[src/rtl/core/kabf_pkg.sv]
// Shared types, constants and helpers for the angle/bias Kalman filter.
// No dependencies.
package kabf_pkg;

   localparam int ANGLE_FRAC_BITS = 16;
   localparam int COV_FRAC_BITS   = 24;
   localparam int DT_FRAC_BITS    = 16;

   localparam int CSR_ADDR_W = 4;

   localparam logic [1:0] CSR_ANGLE_NOISE = 2'd0;
   localparam logic [1:0] CSR_BIAS_NOISE  = 2'd1;
   localparam logic [1:0] CSR_MEAS_NOISE  = 2'd2;

   localparam logic [31:0] ANGLE_NOISE_RST = 32'd16777;
   localparam logic [31:0] BIAS_NOISE_RST  = 32'd50332;
   localparam logic [31:0] MEAS_NOISE_RST  = 32'd503316;

   typedef struct packed {
      logic signed [31:0] measured_angle;
      logic signed [31:0] gyro_rate;
      logic        [15:0] time_step;
   } req_type;

   typedef struct packed {
      logic signed [31:0] filtered_angle;
      logic signed [31:0] bias_estimate;
      logic signed [31:0] unbiased_rate;
   } rsp_type;

   typedef struct packed {
      logic               start;
      logic signed [55:0] num;
      logic signed [33:0] den;
   } div_req_type;

   typedef struct packed {
      logic               done;
      logic signed [31:0] quo;
   } div_rsp_type;

   function automatic logic signed [31:0] sat32(input logic signed [63:0] v);
      logic signed [31:0] r;
      if (v > 64'sd2147483647)       r = 32'sh7fffffff;
      else if (v < -64'sd2147483648) r = 32'sh80000000;
      else                           r = v[31:0];
      return r;
   endfunction

endpackage

[src/rtl/core/kabf_mac.sv]
// Shared signed multiplier with registered product and round-half-up rescale.
// Depends on kabf_pkg.
module kabf_mac (
   input  logic               clock,
   input  logic signed [35:0] mul_a,
   input  logic signed [32:0] mul_b,
   input  logic               shift_long,
   output logic signed [55:0] mul_res
);
   import kabf_pkg::*;

   logic signed [68:0] prod_ff;
   logic signed [68:0] prod_in;
   logic               long_ff;
   logic signed [69:0] sum;
   logic signed [69:0] shifted;

   assign prod_in = 69'(mul_a) * 69'(mul_b);

   always_ff @(posedge clock) begin
      prod_ff <= prod_in;
      long_ff <= shift_long;
   end

   // round half up: add half an lsb, then floor shift
   always_comb begin
      if (long_ff) begin
         sum     = 70'(prod_ff) + (70'sd1 <<< (COV_FRAC_BITS - 1));
         shifted = sum >>> COV_FRAC_BITS;
      end else begin
         sum     = 70'(prod_ff) + (70'sd1 <<< (DT_FRAC_BITS - 1));
         shifted = sum >>> DT_FRAC_BITS;
      end
   end

   assign mul_res = shifted[55:0];

endmodule

[config.mk]
export PLATFORM = sky130hd
export DESIGN_NAME = kabf_mac
export DESIGN_NICKNAME = d
export VERILOG_FILES = /design/src/rtl/core/kabf_pkg.sv /design/src/rtl/core/kabf_mac.sv
export SDC_FILE = /design/constraint.sdc
export NUM_CORES = 2
export LEC_CHECK = 0
export ABC_CLOCK_PERIOD_IN_PS = 9200
export BUFFER_PORTS_ARGS = -buffer_cell sky130_fd_sc_hd__buf_2
export CORE_MARGIN = 5
export CORE_UTILIZATION = 25
export CTS_BUF_LIST = sky130_fd_sc_hd__clkbuf_2
export DETAILED_ROUTE_END_ITERATION = 6
export PLACE_DENSITY = 0.42
export SETUP_SLACK_MARGIN = 0.5
export SYNTH_ARGS = -nofsm -noshare
export SYNTH_HDL_FRONTEND = slang
export SYNTH_SLANG_ARGS = --single-unit
[constraint.sdc]
create_clock -name clock -period 9.2 [get_ports clock]
set_input_delay 0 -clock clock [delete_from_list [all_inputs] [get_ports clock]]
set_output_delay 0 -clock clock [all_outputs]
set_load 0.05 [all_outputs]
---- After elaboration in Yosys (flattened, before gate mapping) ----
Index checks and enable logic that the tools add are counted.
W data, S select, Z words.
cells by class
  add/subtract/negate cells ............... 2
  $mul .................................... 1
  mux-type cells .......................... 1
operator list
  operator                  number
  $add A69 B17 Y70 const B  1
  $add A69 B25 Y70 const B  1
  $mul A36 B33 Y69          1
  $mux W56                  1
word-level totals
  register bits after elaboration ......... 70
  output and inout port bits .............. 56

---- Depth between registers and ports, before layout ----
  word-level depth ........................ 2
  mapped depth ............................ 30
  mapped depth without buffers ............ 28

---- Worst setup path after synthesis ----
No wires, ideal clock.
  kind .................................... input to register
  start ................................... in mul_a[35]
  end ..................................... reg prod_ff[66]
  setup slack ............................. 1.329 ns
  stages .................................. 27
  buffers on the path ..................... 2
  arrival ................................. 7.748 ns
  path through ............................ clkbuf_1 > nand2_1 > inv_1 > fa_1 > fa_1 > fa_1 > inv_1 > fa_1 > inv_1 > fa_1 > fa_1 > fa_1 > inv_1 > fa_1 > inv_1 > ha_1 > clkbuf_1 > inv_1 > o21ai_0 > a221oi_1 > a221oi_1 > a2111oi_0 > nor2_1 > a41o_1 > a41oi_1 > o21bai_1 > xor2_1
between the ends
  longest elaborated chain between the ends .. 1
ends and longest elaborated chain
  element                line            source
  from (decl)            kabf_mac.sv:5   input logic signed [35:0] mul_a,
  $mul A36 B33 Y69       kabf_mac.sv:18  assign prod_in = 69'(mul_a) * 69'(mul_b);
  named net prod_in[66]  kabf_mac.sv:13  logic signed [68:0] prod_in;
  to (signal assigned)   kabf_mac.sv:21  prod_ff <= prod_in;
  to (decl)              kabf_mac.sv:12  logic signed [68:0] prod_ff;
The timed path passes the listed nets, and every way through them passes these cells.

---- Final worst setup path ----
  start ................................... in mul_b[7]
  end ..................................... reg prod_ff[66]
between the ends
  longest elaborated chain between the ends .. 1
ends and longest elaborated chain
  element                line            source
  from (decl)            kabf_mac.sv:6   input logic signed [32:0] mul_b,
  $mul A36 B33 Y69       kabf_mac.sv:18
  named net prod_in[66]  kabf_mac.sv:13
The timed path passes the listed nets, and every way through them passes these cells.

==> run_results.csv <==
group,metric,value,unit
floorplan,pin_count,127,
floorplan,std_cell_rows,154,
place,gp_congestion,0.831,
detailed_routing,vias,31353,
yosys,syn_area_per_cell,9.13,µm²
yosys,syn_inst,4871,
detailed_routing,vias_per_cell,4.36,
yosys,synthArstFlopShare,0,
floorplan,core_area,176000,µm²
detailed_routing,drtIter0Drc,1620,
detailed_routing,avgRoutedWirePerCell,20.2,µm
final_layout,final_cells,7188,
yosys,netlist_area,44500,µm²
worst_setup_path,worstSetupStartpoint,"mul_b[7]",
yosys,synthFlopType,"dfxtp_1",
final_layout,final_cell_mix,"fa_1, inv_1, nand2_1, and2_1, ha_1",
yosys,syn_nets,6399,
timing,max_freq,127,MHz
timing,post-route-period-util,0.853,
grt,antenna_found_initial,35,
worst_setup_path,endpoint_kind,"flop",
clock_tree,cts_setup_buffers,0,
final_layout,fillers,19220,
place,place.port_buffers,126,
worst_hold_path,holdPathStages,2,
yosys,synthTopCellsByArea,"fa_1, inv_1, and2_1, ha_1, nand2_1",
floorplan,die_w,432,µm
detailed_routing,dr.pass1.iters,5,
clock_tree,cts_tree,"built",
place,dpl_cell_area,47700,µm²
clock_tree,cts_sinks,55,
final_layout,fin_nets,6365,
timing,tightest_slew,0.999,ns
timing,slew_violations,0,
timing,setup_tns,0,ns
detailed_routing,drt_wl_total,145000,µm
yosys,synth.distinct_cells,66,
final_layout,area_growth,7.61,%
yosys,ys_ff_latch,55,
worst_hold_path,hold_path.class,"input port to flop",
final_layout,drive_gt1_frac,0.0500,
timing,hold-worst-slack,0.102,ns
worst_setup_path,worstPathMaxFanout,27,
grt,overflow,0,
worst_setup_path,crit_slowest_cell,"buf_2",
yosys,ys_seq_area_frac,0.0248,
worst_setup_path,worst_path_largest_cell_delay,0.60,ns
grt,grt_max_degree,101,
final_layout,stdcell_area,47800,µm²
clock_tree,cts_made_buffers,5,
floorplan,die-area,186000,µm²
final_layout,mostFrequentLayoutCell,"fa_1",
worst_hold_path,hold_start,"shift_long",
timing,rsz0062_at_grt,"no",
worst_hold_path,worstHoldEndpoint,"long_ff",
place,dp_hpwl,122000,µm
grt,track_usage,0.161,
grt,grt_pass1_vias,36357,
worst_setup_path,crit_path_start_kind,"input port",
clock_tree,cts_buffer_depth,2,
clock_tree,clk_pin_slew,0.32,ns
yosys,ys_warn_count,0,
timing,finalHoldViolCount,0,
floorplan,die_h,432,µm
place,dp.cells,7169,
yosys,yosysTopAreaCellShare,0.557,
worst_setup_path,cp_common_cell,"fa_1",
clock_tree,htree_levels,2,
yosys,yosysTopAreaCell,"fa_1",
timing,layout_min_cycle_time,7.85,ns
detailed_routing,drc_errors,0,
clock_tree,clock-root-buffer,"clkbuf_2",
yosys,synth_edf_count,0,
outcome,status,"finished clean",
job,cap_viol_max_count,0,
floorplan,initial_core_util,0.252,
worst_setup_path,required,9.65,ns
worst_setup_path,arrival,8.30,ns
timing,setup_viol,0,
worst_setup_path,path_class,"input port to flop",
timing,relSlewSlack,0.334,
detailed_routing,drtAntennaViolNets,0,
grt,grt_pass1_wl,229000,µm
per-layer routing:
| layer | global-route usage | vias up | share of wire |
|---|---|---|---|
| met5 | 0.00128 | - | 0.00024 |
| met4 | 0.0330 | 2 | 0.028 |
| met3 | 0.0102 | 186 | 0.029 |
| met2 | 0.304 | 675 | 0.52 |
| met1 | 0.202 | 16688 | 0.42 |
| li1 | - | 13802 | - |
repair_timing:
| item | CTS | global route |
|---|---|---|
| resized for setup | 0 | 0 |
| endpoints found under the hold margin | 1 | 0 |
| hold buffers | 1 | 0 |
| endpoints found under the setup margin | 0 | 0 |
worst max path at each step:
| stage | cells past startpoint | slack [ns] | end |
|---|---|---|---|
| final | 28 | 1.35 | prod_ff[66] |
| after global routing | 28 | 1.0 | prod_ff[66] |
| after CTS | 28 | 1.43 | prod_ff[66] |
| after detailed placement | 28 | 0.81 | prod_ff[66] |
| after global placement | 28 | 0.73 | prod_ff[66] |
| after floorplan | 27 | 1.33 | prod_ff[66] |
registers in the layout, summed over array words and instances (netlist names):
register and count:
prod_ff 54, long_ff 1
final cells by class:
class | instances | area (µm²) | share of cell area
antenna | 10 | 25.0 | 0.000523
clock buffer | 5 | 25.0 | 0.000523
clock inverter | 3 | 47.5 | 0.000994
inverter | 1203 | 4520 | 0.0944
multi-input combinational | 3360 | 37900 | 0.792
sequential | 55 | 1100 | 0.0230
tap | 2340 | 2930 | 0.0612
timing repair buffer | 212 | 1320 | 0.0275
stage by stage:
step / setup slack (ns) / utilization
2_1_floorplan: 1.33 / -
3_3_place_gp: 0.734 / 0.270
3_5_place_dp: 0.808 / 0.270
4_1_cts: 1.43 / 0.271
5_1_grt: 0.999 / 0.271
6_report: 1.35 / 0.271
kinds of logic (layout without fill, tap and decap cells):
kind of cell             after synthesis  count (layout)  share of synthesized area
multiplexers                           1               1                   0.000253
buffers and inverters               1456            1423                      0.123
flip-flops                            55              55                     0.0248
adder cells (fa/ha/maj)             1457            1457                      0.619
XOR/XNOR                             165             165                     0.0325
AO/OA/AOI/OAI                        228             228                     0.0334
AND/OR/NAND/NOR                     1509            1509                      0.167
other                                  0              10                          0
worst max-delay path: cells and delay by family:
family	cells	cell delay, ns
buf+inv	8	1.67
xor+xnor	1	0.15
fa+ha+maj	9	4.22
simple gates	2	0.27
compound gates	8	1.95
synthesized netlist by cell type, types with 3 or more instances:
library cell     n
a2111oi_0        3
a211oi_1         4
a21o_1          19
a21oi_1         87
a31oi_1          6
and2_1         598
and3_1          13
and4_1           4
buf_1            3
clkbuf_1       247
dfxtp_1         55
fa_1          1237
ha_1           220
inv_1         1203
nand2_1        659
nand2b_1        11
nand3_1         33
nand4_1         21
nor2_1         126
nor2b_1          6
nor3_1          22
nor4_1           5
o211ai_1         6
o21a_1           6
o21ai_0         49
o21ai_2          3
o21bai_1        11
or2_2            3
xnor2_1         97
xor2_1          68
Power is left out: the tool's default activity adds up to more than one toggle a clock period on the data nets, which glitch-free logic cannot reach.
