===== src/rtl/core/kabf_pkg.sv =====
// Shared types, constants and helpers for the angle/bias Kalman filter.
// No dependencies.
package kabf_pkg;

   localparam int ANGLE_FRAC_BITS = 16;
   localparam int COV_FRAC_BITS   = 24;
   localparam int DT_FRAC_BITS    = 16;

   localparam int CSR_ADDR_W = 4;

   localparam logic [1:0] CSR_ANGLE_NOISE = 2'd0;
   localparam logic [1:0] CSR_BIAS_NOISE  = 2'd1;
   localparam logic [1:0] CSR_MEAS_NOISE  = 2'd2;

   localparam logic [31:0] ANGLE_NOISE_RST = 32'd16777;
   localparam logic [31:0] BIAS_NOISE_RST  = 32'd50332;
   localparam logic [31:0] MEAS_NOISE_RST  = 32'd503316;

   typedef struct packed {
      logic signed [31:0] measured_angle;
      logic signed [31:0] gyro_rate;
      logic        [15:0] time_step;
   } req_type;

   typedef struct packed {
      logic signed [31:0] filtered_angle;
      logic signed [31:0] bias_estimate;
      logic signed [31:0] unbiased_rate;
   } rsp_type;

   typedef struct packed {
      logic               start;
      logic signed [55:0] num;
      logic signed [33:0] den;
   } div_req_type;

   typedef struct packed {
      logic               done;
      logic signed [31:0] quo;
   } div_rsp_type;

   function automatic logic signed [31:0] sat32(input logic signed [63:0] v);
      logic signed [31:0] r;
      if (v > 64'sd2147483647)       r = 32'sh7fffffff;
      else if (v < -64'sd2147483648) r = 32'sh80000000;
      else                           r = v[31:0];
      return r;
   endfunction

endpackage


===== src/rtl/core/kabf_div.sv =====
// Radix-2 restoring divider for the gains: truncates toward zero, saturates.
// Depends on kabf_pkg.
module kabf_div (
   input  logic        clock,
   input  logic        reset,
   input  kabf_pkg::div_req_type div_req,
   output kabf_pkg::div_rsp_type div_rsp
);
   import kabf_pkg::*;

   logic        busy_ff,  busy_in;
   logic        done_ff,  done_in;
   logic [5:0]  cnt_ff,   cnt_in;
   logic [34:0] rem_ff,   rem_in;
   logic [55:0] quo_ff,   quo_in;
   logic [33:0] den_ff,   den_in;
   logic        neg_ff,   neg_in;
   logic        zero_ff,  zero_in;
   logic [34:0] trial;
   logic [35:0] diff;
   logic [55:0] nmag;
   logic [33:0] dmag;
   logic signed [63:0] qs;

   always_comb begin
      nmag    = div_req.num[55] ? 56'(-div_req.num) : div_req.num;
      dmag    = div_req.den[33] ? 34'(-div_req.den) : div_req.den;
      trial   = {rem_ff[33:0], quo_ff[55]};
      diff    = {1'b0, trial} - {2'b00, den_ff};
      busy_in = busy_ff;
      done_in = 1'b0;
      cnt_in  = cnt_ff;
      rem_in  = rem_ff;
      quo_in  = quo_ff;
      den_in  = den_ff;
      neg_in  = neg_ff;
      zero_in = zero_ff;
      if (div_req.start) begin
         busy_in = 1'b1;
         cnt_in  = 6'd55;
         rem_in  = '0;
         quo_in  = nmag;
         den_in  = dmag;
         neg_in  = div_req.num[55] ^ div_req.den[33];
         zero_in = (div_req.den == '0);
      end else if (busy_ff) begin
         // shift one dividend bit in, keep the difference when it fits
         if (!diff[35]) begin
            rem_in = diff[34:0];
            quo_in = {quo_ff[54:0], 1'b1};
         end else begin
            rem_in = trial;
            quo_in = {quo_ff[54:0], 1'b0};
         end
         cnt_in = cnt_ff - 6'd1;
         if (cnt_ff == '0) begin
            busy_in = 1'b0;
            done_in = 1'b1;
         end
      end
   end

   always_ff @(posedge clock) begin
      if (reset) begin
         busy_ff <= 1'b0;
         done_ff <= 1'b0;
      end else begin
         busy_ff <= busy_in;
         done_ff <= done_in;
      end
      cnt_ff  <= cnt_in;
      rem_ff  <= rem_in;
      quo_ff  <= quo_in;
      den_ff  <= den_in;
      neg_ff  <= neg_in;
      zero_ff <= zero_in;
   end

   always_comb begin
      qs = neg_ff ? -$signed({8'd0, quo_ff}) : $signed({8'd0, quo_ff});
      div_rsp.done = done_ff;
      div_rsp.quo  = zero_ff ? '0 : sat32(qs);
   end

   a_no_restart: assert property (@(posedge clock) disable iff (reset)
      busy_ff |-> !div_req.start) else $error("divider restarted while busy");
   a_done_ends_busy: assert property (@(posedge clock) disable iff (reset)
      done_ff |-> !busy_ff) else $error("divider done while still busy");
   a_done_pulse: assert property (@(posedge clock) disable iff (reset)
      done_ff |=> !done_ff) else $error("divider done held");

endmodule


===== config.mk =====
export PLATFORM = sky130hd
export DESIGN_NAME = kabf_div
export DESIGN_NICKNAME = d
export VERILOG_FILES = /design/src/rtl/core/kabf_pkg.sv /design/src/rtl/core/kabf_div.sv
export SDC_FILE = /design/constraint.sdc
export NUM_CORES = 1
export LEC_CHECK = 0
export ABC_AREA = 1
export BUFFER_PORTS_ARGS = -buffer_cell sky130_fd_sc_hd__buf_2
export CAP_MARGIN = 20
export CORE_ASPECT_RATIO = 1.1
export CORE_UTILIZATION = 50
export CTS_BUF_LIST = sky130_fd_sc_hd__clkbuf_4 sky130_fd_sc_hd__clkbuf_8
export DETAILED_ROUTE_END_ITERATION = 7
export HOLD_SLACK_MARGIN = 0.12
export MAX_ROUTING_LAYER = met4
export PLACE_DENSITY = 0.72
export SYNTH_ARGS = -nofsm -noshare
export SYNTH_HDL_FRONTEND = slang
export SYNTH_SLANG_ARGS = --single-unit

===== constraint.sdc =====
create_clock -name clock -period 2.67 [get_ports clock]
set_input_delay 0.534 -clock clock [delete_from_list [all_inputs] [get_ports clock]]
set_output_delay 0.534 -clock clock [all_outputs]
set_load 0.03 [all_outputs]

### After elaboration in Yosys (flattened, before gate mapping)

Index checks and enable logic that the tools add are counted.

| operators by class | value |
|---|---|
| add/subtract/negate cells | 5 |
| $lt $le $gt $ge | 2 |
| multiplexer cells | 14 |
| bitwise operators | 2 |
| reductions and logical operators | 4 |

Operators with widths:

| cell | number |
|---|---|
| $mux W56 | 3 |
| $mux W32 | 3 |
| $gt A64 B32 Y1 const B | 1 |
| $lt A64 B32 Y1 const B | 1 |
| $mux W64 | 1 |
| $neg A56 Y64 | 1 |
| $neg A56 Y56 | 1 |
| $sub A35 B34 Y36 | 1 |
| $logic_not A34 Y1 | 1 |
| $mux W34 | 1 |
| $neg A34 Y34 | 1 |
| $mux W33 | 1 |
| $logic_not A6 Y1 | 1 |
| $sub A6 B1 Y6 const B | 1 |
| $mux W1 | 5 |
| $reduce_or A3 Y1 | 1 |
| $reduce_bool A2 Y1 | 1 |
| $not A1 Y1 | 1 |
| $xor A1 B1 Y1 | 1 |

| storage, ports and cells | value |
|---|---|
| flip-flop bits (word level) | 134 |
| output and inout bits | 33 |
| word-level logic and storage cells | 36 |

### Logic depth before layout (Yosys ltp)

Gate-level depths: netlist of the first run.

| depth | value |
|---|---|
| depth in word-level cells | 6 |
| depth in mapped cells | 19 |
| gate-level depth less buffers | 18 |

### Worst setup path before layout of the first run

No wires, ideal clock.

| timing | value |
|---|---|
| path type | register to output |
| start | register quo_ff[0] |
| end | output port div_rsp[12] (netlist name) |
| arrival time | 2.388 ns |
| required time | 2.136 ns |
| setup slack | -0.252 ns |
| cell stages (with the launch flop) | 18 |
| path buffers | 1 |
| path through | edfxtp_1 -> inv_1 -> ha_1 -> nand2_2 -> nor2_4 -> nand2_2 -> o21ai_4 -> nand4_1 -> nand2_1 -> nand2_1 -> nor2_1 -> nand2_1 -> clkinv_1 -> nand3_2 -> nand2_4 -> buf_6 -> nand2_1 -> a21oi_1 |

RTL lines:

| what | line | RTL |
|---|---|---|
| start: declaration | kabf_div.sv:15 | `logic [55:0] quo_ff, quo_in;` |
| start signal: assignment | kabf_div.sv:73 | `quo_ff <= quo_in;` |
| end: declaration | kabf_div.sv:7 | `output kabf_pkg::div_rsp_type div_rsp` |

==> results.toml, run 1 <==
[global_routing]
first_global_vias = 12500
grt.total_usage = 0.335
antenna_found_initial = 0
overflow = 0
grt_pass1_wl_um = 62000
grt_max_degree = 78

[cts]
htreeDepth = 4
cts_tree = "built"
cts_buffers = 17
clkTransAtPathRegs_ns = 0.10
clock_path_buffers = 2
clock_latency_ns = 0.47
root_buffer = "clkbuf_8"
cts_hold_buf = 0
cts.sinks = 134

[yosys]
netlist_instances = 1805
synth_cell_types = 52
yosysTopAreaCell = "edfxtp_1"
synth_most_common_cell = "nand2_1"
synthFlopType = "edfxtp_1"
synthTopCellsByCount = "nand2_1, nor2_1, inv_1, o21ai_0, nand3_1"
synth_edf_count = 92
synth_top_area_share = 0.231
syn_area_sq_mm = 0.0120
syn_avg_cell_area_sq_um = 6.64
synth_area_leaders = "edfxtp_1, nand2_1, nor2_1"
seq_area_frac_synth = 0.301
syn_nets = 1937
synth-async-reset-ratio = 0
synth-seq-cells = 134
synth_warnings = 0

[drt]
wl_per_cell_um = 16.9
drc_errors = 0
viasPerCell = 5.41
via_count = 13600
wl_um = 42600
final_antenna_net_count = 0
dr.pass1.iters = 5
initialDrtViolationCount = 938

[placed_design]
port_buffers = 125
dp_hpwl_um = 30400
gp_congestion = 1.01
dpl_cell_area_sq_mm = 0.0149

[power_and_ir_drop]
peakVddDrop_v = 0.000292
p_leak_nw = 7.64
powerDensity_mw_per_mm2 = 429

[worst_setup_path]
path_delay_family = "simple AND/OR/NAND/NOR gates"
end_kind = "output pin"
worstPathRequired_ns = 2.14
start_kind = "register"
crit_fanout = 7
worstPathArrival_ns = 3.50
cpMaxStageDelayCell = "edfxtp_1"
critical_path_class = "register to output pin"
cpMostUsedCell = "nand2_1"
critical-path-max-stage-delay_ns = 0.50
crit_buf_inv = 2
path_cells = "nor2_1 > nand2_1 > nor2_4 > nand3b_1 > nand2_4 > nand4_1 > nand2_2 > nand2_1 > nor2_1 > nand2_1 > inv_2 > nand3_4 > nand2_4 > nand2_1 > a21oi_2 > buf_6"

[die]
ios = 126
rows = 59
dieHeight_um = 164
die-area_sq_mm = 0.0246
initial_core_util = 0.507
fp.coreArea_sq_mm = 0.0236
fp.dieW_um = 150

[cells_and_area]
fin_nets = 2336
syn2layout_area_growth_pct = 38.8
diodes = 0
final_core_util = 0.704
drive_gt1_frac = 0.305
final_cell_area_sq_mm = 0.0166

[timing]
finalMaxSlewViolations = 0
hold_violations = 0
fin_ws_ns = -1.36
rsz0062_at_grt = "yes"
period_needed_ns = 4.03
setup_viol = 32
tightestPinTransition_ns = 0.609
relSlewSlack = 0.594
hold-worst-slack_ns = 0.235
max_freq_ghz = 0.248
skew_ns = 0.0244
period_share = 1.51

[outcome]
status = "complete, but fails checks"
violations = "negative setup slack"

[hold_path]
hold_path_class = "primary input to register"

[job]
drv_cap = 0
[report_power, final]
| part | switching [mW] | leakage [nW] | total, mW | internal, mW |
|---|---|---|---|---|
| clock | 0.952 | 0.202 | 1.74 | 0.790 |
| sequential | 0.156 | 1.27 | 2.59 | 2.43 |
| combinational | 1.59 | 6.17 | 2.82 | 1.22 |
[state kept, by name, summed over array words and instances (netlist names)]
register	flops
cnt_ff	6
quo_ff	56
rem_ff	34
done_ff	1
zero_ff	1
neg_ff	1
busy_ff	1
den_ff	34
[per-layer routing]
layer | track usage | part of all wire
met5 | - | 0
met4 | 0.151 | 0.044
met3 | 0.0265 | 0.048
met2 | 0.586 | 0.50
met1 | 0.389 | 0.41
[timing repair]
| action | 4_1_cts | 5_1_grt |
|---|---|---|
| pin swaps | 14 | 50 |
| resized for setup | 54 | 217 |
| endpoints found under the setup margin | 39 | 58 |
| cloned | 4 | 2 |
| setup buffers | 33 | 27 |
[final cells by class]
class,instances,area (sq um)
clock buffer,18,248
clock inverter,14,138
fill,1937,6990
inverter,185,694
multi-input combinational,1435,8250
sequential,134,3600
tap,305,382
timing repair buffer,431,3330
[kinds of logic after synthesis]
group / synth area share
and+or+nand+nor: 0.332
AOI/OAI and AO/OA: 0.149
buffers and inverters: 0.0793
DFF: 0.301
xor gates and xnor gates: 0.0972
adders and majority gates: 0.0413
[placed cells by master (no fill, tap or decap), types with 10 or more instances in the layout]
| master | count |
|---|---|
| nor4_1 | 14 |
| o211ai_1 | 14 |
| dfxtp_1 | 42 |
| xnor2_1 | 46 |
| nand3_1 | 89 |
| nor2_1 | 198 |
| edfxtp_1 | 92 |
| nand4_1 | 34 |
| a21oi_4 | 25 |
| nand2_4 | 16 |
| buf_12 | 10 |
| xor2_1 | 87 |
| inv_1 | 176 |
| nand2_2 | 59 |
| a21oi_1 | 70 |
| nor3_1 | 17 |
| o21ai_0 | 152 |
| o21bai_1 | 10 |
| ha_1 | 35 |
| a21oi_2 | 11 |
| nor2_4 | 11 |
| nor2_2 | 47 |
| buf_4 | 288 |
| clkbuf_8 | 18 |
| buf_2 | 93 |
| buf_6 | 36 |
| or2_2 | 10 |
| nand2_1 | 422 |
[metrics by stage]
stage               worst slack, ns  setup TNS (ns)  total power, mW  instances
floorplan                   -0.0597          -0.298             3.90       1805
global placement             -0.600          -18.43             4.85       2424
detailed placement           -0.622          -20.09             4.88       2424
CTS                           -1.01          -30.36             6.75       2493
global route                  -1.60          -44.71             7.49       2522
finish                        -1.36          -37.30             7.14       2522
[final timing paths]
| check | from | to | slack (ns) | cells past startpoint |
|---|---|---|---|---|
| max | quo_ff[5] | div_rsp[11] | -1.36 | 16 |
| min | reset | busy_ff | 0.23 | 2 |
| max reg2reg | quo_ff[55] | rem_ff[20] | 0.10 | 16 |
| min reg2reg | rem_ff[25] | rem_ff[25] | 0.48 | 2 |
No activity file was read; power rests on OpenSTA's default activity.
==> run 2, diff against run 1 <==
--- a/config.mk
+++ b/config.mk
@@ -14,7 +14,8 @@
 export DETAILED_ROUTE_END_ITERATION = 7
 export HOLD_SLACK_MARGIN = 0.12
 export MAX_ROUTING_LAYER = met4
-export PLACE_DENSITY = 0.72
+export PLACE_DENSITY = 0.78
+export SETUP_SLACK_MARGIN = 0.2
 export SYNTH_ARGS = -nofsm -noshare
 export SYNTH_HDL_FRONTEND = slang
 export SYNTH_SLANG_ARGS = --single-unit
==> results.toml, run 2 (synthesis results as in run 1) <==
[timing]
hold-worst-slack_ns = 0.257
period_share = 1.38
fin_ws_ns = -1.01
finalMaxSlewViolations = 0
hold_violations = 0
skew_ns = 0.0170
max_freq_ghz = 0.272
relSlewSlack = 0.614
tightestPinTransition_ns = 0.574
setup_viol = 32
period_needed_ns = 3.68
rsz0062_at_grt = "yes"

[placed_design]
gp_congestion = 0.999
placed_cells = 2412
port_buffers = 125
pre_cts_slack_ns = -0.697
dp_hpwl_um = 31400

[cells_and_area]
final_cells = 2499
syn2layout_area_growth_pct = 39.8
layout_common_cells = "nand2_1, buf_4, nor2_1"
largest_reg_flops = 56
reg_top3 = "quo_ff x56, den_ff x34, rem_ff x34"
regMostFlops = "quo_ff"
drive_gt1_frac = 0.311
final_common_cell = "nand2_1"
diodes = 0
fin_nets = 2313

[worst_setup_path]
end_kind = "output pin"
cpMostUsedCell = "nor2_1"
r2r-start = "quo_ff[55]"
worstPathRequired_ns = 2.14
worstPathArrival_ns = 3.14
crit_fanout = 5
rrSetupSlack_ns = 0.09
crit_path_start = "quo_ff[7]"
cpMaxStageDelayCell = "edfxtp_1"
critical-path-max-stage-delay_ns = 0.47
rr_worst_depth = 17
start_kind = "register"
worstReg2RegEnd = "rem_ff[32]"
setup.worst_path.end = "div_rsp[22]"
critical_path_class = "register to output pin"
path_cells = "nor2_1 > nand2_1 > nor2_4 > buf_6 > nand4_1 > buf_4 > nand3_2 > nand2_2 > nor2_1 > nand3_1 > nor2_1 > nand4_1 > nand2_4 > bufbuf_16 > a21oi_4 > buf_6"

[global_routing]
grt.total_usage = 0.345
busiest_layer = "met2"
use_met2 = 0.610
grt_max_degree = 94
grt.met1_usage = 0.379
antenna_found_initial = 0
first_global_vias = 13000
grt_pass1_wl_um = 64000
overflow = 0
use_met3 = 0.0409

[cts]
clock_path_buffers = 2
htreeDepth = 4
clkTransAtPathRegs_ns = 0.09
cts_tree = "built"
cts.sinks = 134
clock_latency_ns = 0.46
root_buffer = "clkbuf_8"
cts_buffers = 17

[drt]
wl_per_cell_um = 17.2
viasPerCell = 5.58
dr.pass1.iters = 6
initialDrtViolationCount = 1010
via_count = 13900
final_antenna_net_count = 0
drc_errors = 0
wl_um = 43000

[outcome]
violations = "negative setup slack"
status = "complete, but fails checks"

[power_and_ir_drop]
p_leak_nw = 7.62
powerDensity_mw_per_mm2 = 426
peakVddDrop_v = 0.000336

[die]
initial_core_util = 0.507
rows = 59
dieHeight_um = 164
fp.coreArea_sq_mm = 0.0236
die-area_sq_mm = 0.0246
ios = 126
fp.dieW_um = 150

[job]
drv_cap = 0

[hold_path]
hold_path_class = "primary input to register"
whs_path_depth = 2
-- run 2: power breakdown --
part / total [mW] / switching (mW) / internal (mW)
sequential: 2.58 / 0.150 / 2.43
clock: 1.81 / 0.839 / 0.971
combinational: 2.74 / 1.55 / 1.19
-- run 2: layout make-up --
type	instances	area, sq um
flip-flops and latches	134	3600
clock inverters	12	154
inverters	185	699
multi-input cells	1433	8400
fillers	1866	6870
repair buffers	410	3250
well taps	305	382
clock buffers	20	263
-- run 2: timing repair --
action | 4_1_cts | 5_1_grt
pin swaps | 20 | 33
endpoints found under the setup margin | 49 | 78
gates resized for setup | 121 | 150
hold buffers | 0 | 0
buffers inserted | 26 | 23
cloned | 2 | 4
-- run 2: worst max-delay path: cells and delay by family, from the launching register on --
| kind | cells | cell delay [ns] |
|---|---|---|
| AOI/OAI and AO/OA | 1 | 0.07 |
| buffers and inverters | 4 | 0.77 |
| DFF | 1 | 0.47 |
| and+or+nand+nor | 11 | 1.35 |
-- run 2: how the worst min path moves through the flow --
stage | startpoint | end | slack (ns)
floorplan | rem_ff[17] | rem_ff[17] | 0.44
CTS | reset | busy_ff | 0.25
finish | reset | busy_ff | 0.26
detailed placement | rem_ff[11] | rem_ff[11] | 0.46
global placement | rem_ff[11] | rem_ff[11] | 0.46
global route | reset | busy_ff | 0.24
-- run 2: per-stage QoR --
stage | TNS, ns | util | instance area, sq um | power (mW)
after detailed placement | -22.40 | 0.633 | 14900 | 4.95
after global routing | -34.20 | 0.709 | 16800 | 7.46
after CTS | -27.60 | 0.677 | 16000 | 6.92
after global placement | -23.70 | 0.633 | 14900 | 4.91
after floorplan | 0 | - | 12300 | 3.95
final | -30.67 | 0.709 | 16800 | 7.14
-- run 2: metal layers --
layer  vias up  routed length [um]
li1       6712                   -
met1      6391               16400
met2       652               21400
met3       190                2500
met4         0                2690
met5         -                   0
==> run 3, diff against run 2 <==
--- a/config.mk
+++ b/config.mk
@@ -14,7 +14,7 @@
 export DETAILED_ROUTE_END_ITERATION = 7
 export HOLD_SLACK_MARGIN = 0.12
 export MAX_ROUTING_LAYER = met4
-export PLACE_DENSITY = 0.78
+export PLACE_DENSITY = 0.73
 export SETUP_SLACK_MARGIN = 0.2
 export SYNTH_ARGS = -nofsm -noshare
 export SYNTH_HDL_FRONTEND = slang
==> results.toml, run 3 (synthesis results as in run 1) <==
[timing]
max_freq_ghz = 0.260
period_share = 1.44
rsz0062_at_grt = "yes"
period_needed_ns = 3.85
hold_violations = 0
relSlewSlack = 0.599
fin_ws_ns = -1.18
skew_ns = 0.0193
finalMaxSlewViolations = 0
tightestPinTransition_ns = 0.600
setup_viol = 32

[die]
initial_core_util = 0.507
fp.dieW_um = 150
ios = 126
die-area_sq_mm = 0.0246
dieHeight_um = 164
fp.coreArea_sq_mm = 0.0236
rows = 59

[cts]
clock_latency_ns = 0.47
root_buffer = "clkbuf_8"
cts.sinks = 134
cts_tree = "built"
htreeDepth = 4
clkTransAtPathRegs_ns = 0.10
clock_path_buffers = 2
cts_buffers = 17

[drt]
wl_per_cell_um = 17.4
final_antenna_net_count = 0
drc_errors = 0
initialDrtViolationCount = 1050
via_count = 13800
viasPerCell = 5.51
wl_um = 43800
dr.pass1.iters = 5

[cells_and_area]
regMostFlops = "quo_ff"
largest_reg_flops = 56
syn2layout_area_growth_pct = 41.6
final_core_util = 0.719
drive_gt1_frac = 0.317
final_common_cell = "nand2_1"
diodes = 0
layout_common_cells = "nand2_1, buf_4, nor2_1"
reg_top3 = "quo_ff x56, den_ff x34, rem_ff x34"
fin_nets = 2328

[global_routing]
antenna_found_initial = 0
first_global_vias = 12800
grt_max_degree = 60
grt.total_usage = 0.343
overflow = 0
grt_pass1_wl_um = 63600

[worst_setup_path]
worstPathArrival_ns = 3.31
path_delay_family = "simple AND/OR/NAND/NOR gates"
cpMaxStageDelayCell = "edfxtp_1"
end_kind = "output pin"
start_kind = "register"
worstPathRequired_ns = 2.14
crit_fanout = 7
path_cells = "nor2_2 > nand2_1 > nor2_4 > nand3_2 > o21ai_4 > nand3_1 > nand2_1 > nand2_1 > nor2_1 > nand2_1 > clkinv_1 > nand3_2 > nand2_4 > clkbuf_16 > nand2_1 > a21oi_4 > buf_6"
critical_path_class = "register to output pin"
critical-path-max-stage-delay_ns = 0.49
cpMostUsedCell = "nand2_1"
crit_buf_inv = 3

[power_and_ir_drop]
intPower_mw = 4.55
seqPwrFrac = 0.357
peakVddDrop_v = 0.000376
fin_total_pwr_mw = 7.25
powerDensity_mw_per_mm2 = 427
p_sw_frac = 0.372
p_comb_frac = 0.390
pwr-share-clk = 0.253
p_switching_mw = 2.70
p_leak_nw = 7.66

[job]
drv_cap = 0

[outcome]
status = "complete, but fails checks"
violations = "negative setup slack"

[placed_design]
dp_hpwl_um = 31900
port_buffers = 125
gp_congestion = 1.07

[hold_path]
hold_path_class = "primary input to register"
run 3: cell count changes in the layout (fill, tap and decap cells not counted), sizes merged:
cell | previous run | this run
buf | 407 | 421
bufbuf | 1 | 0
bufinv | 3 | 2
clkbuf | 22 | 23
clkinv | 7 | 5
clkinvlp | 1 | 0
inv | 186 | 192
nand2 | 498 | 497
run 3: layout make-up:
cell class,instances,area [sq um]
Clock buffer,18,248
Sequential cell,134,3600
Inverter,185,694
Clock inverter,14,160
Timing Repair Buffer,426,3380
Multi-Input combinational cell,1432,8510
Tap cell,305,382
Fill cell,1860,6650
run 3: per-layer routing:
| layer | GRT usage | routed length (um) |
|---|---|---|
| met1 | 0.392 | 17400 |
| met2 | 0.606 | 22400 |
| met4 | 0.165 | 2020 |
| met5 | - | 0 |
| met3 | 0.0276 | 2000 |
run 3: final timing paths:
kind,start,to,slack (ns),cells past startpoint
setup / recovery,quo_ff[2],div_rsp[24],-1.18,17
hold / removal,reset,busy_ff,0.22,2
hold reg to reg,rem_ff[30],rem_ff[30],0.48,2
setup reg to reg,den_ff[22],rem_ff[27],0.25,11
run 3: power groups by stage:
stage / Clock (mW) / Sequential [mW] / Combinational, mW
3_3_place_gp: 0 / 2.61 / 2.29
5_1_grt: 1.94 / 2.61 / 3.03
6_report: 1.83 / 2.59 / 2.82
2_1_floorplan: 0 / 2.58 / 1.36
3_5_place_dp: 0 / 2.62 / 2.32
4_1_cts: 1.85 / 2.57 / 2.51
run 3: metrics by stage:
step	instances	TNS (ns)	instance area (sq um)	setup slack, ns	hold slack, ns
2_1_floorplan	1805	0	12300	0.0463	0.444
3_3_place_gp	2417	-19.89	15000	-0.652	0.459
3_5_place_dp	2417	-19.97	15000	-0.655	0.462
4_1_cts	2475	-31.29	15900	-1.03	0.210
5_1_grt	2514	-40.08	17000	-1.33	0.227
6_report	2514	-35.14	17000	-1.18	0.224
run 3: what timing repair did:
item	in CTS	in global routing
pin swaps	16	44
gates cloned	2	7
hold buffers	0	0
resized for setup	106	172
setup buffers	24	32
setup endpoints to repair	45	72
run 3: worst reg2reg max path, cell delays in order, from the launching register on:
cell and delay [ns]:
edfxtp_1 0.33, inv_1 0.04, ha_1 0.35, a21oi_2 0.18, o21ai_1 0.12, a21oi_2 0.18, o211a_1 0.27, nand3_4 0.20
clkbuf_16 0.23, or2_2 0.27, nand3_1 0.08, o21ai_0 0.07
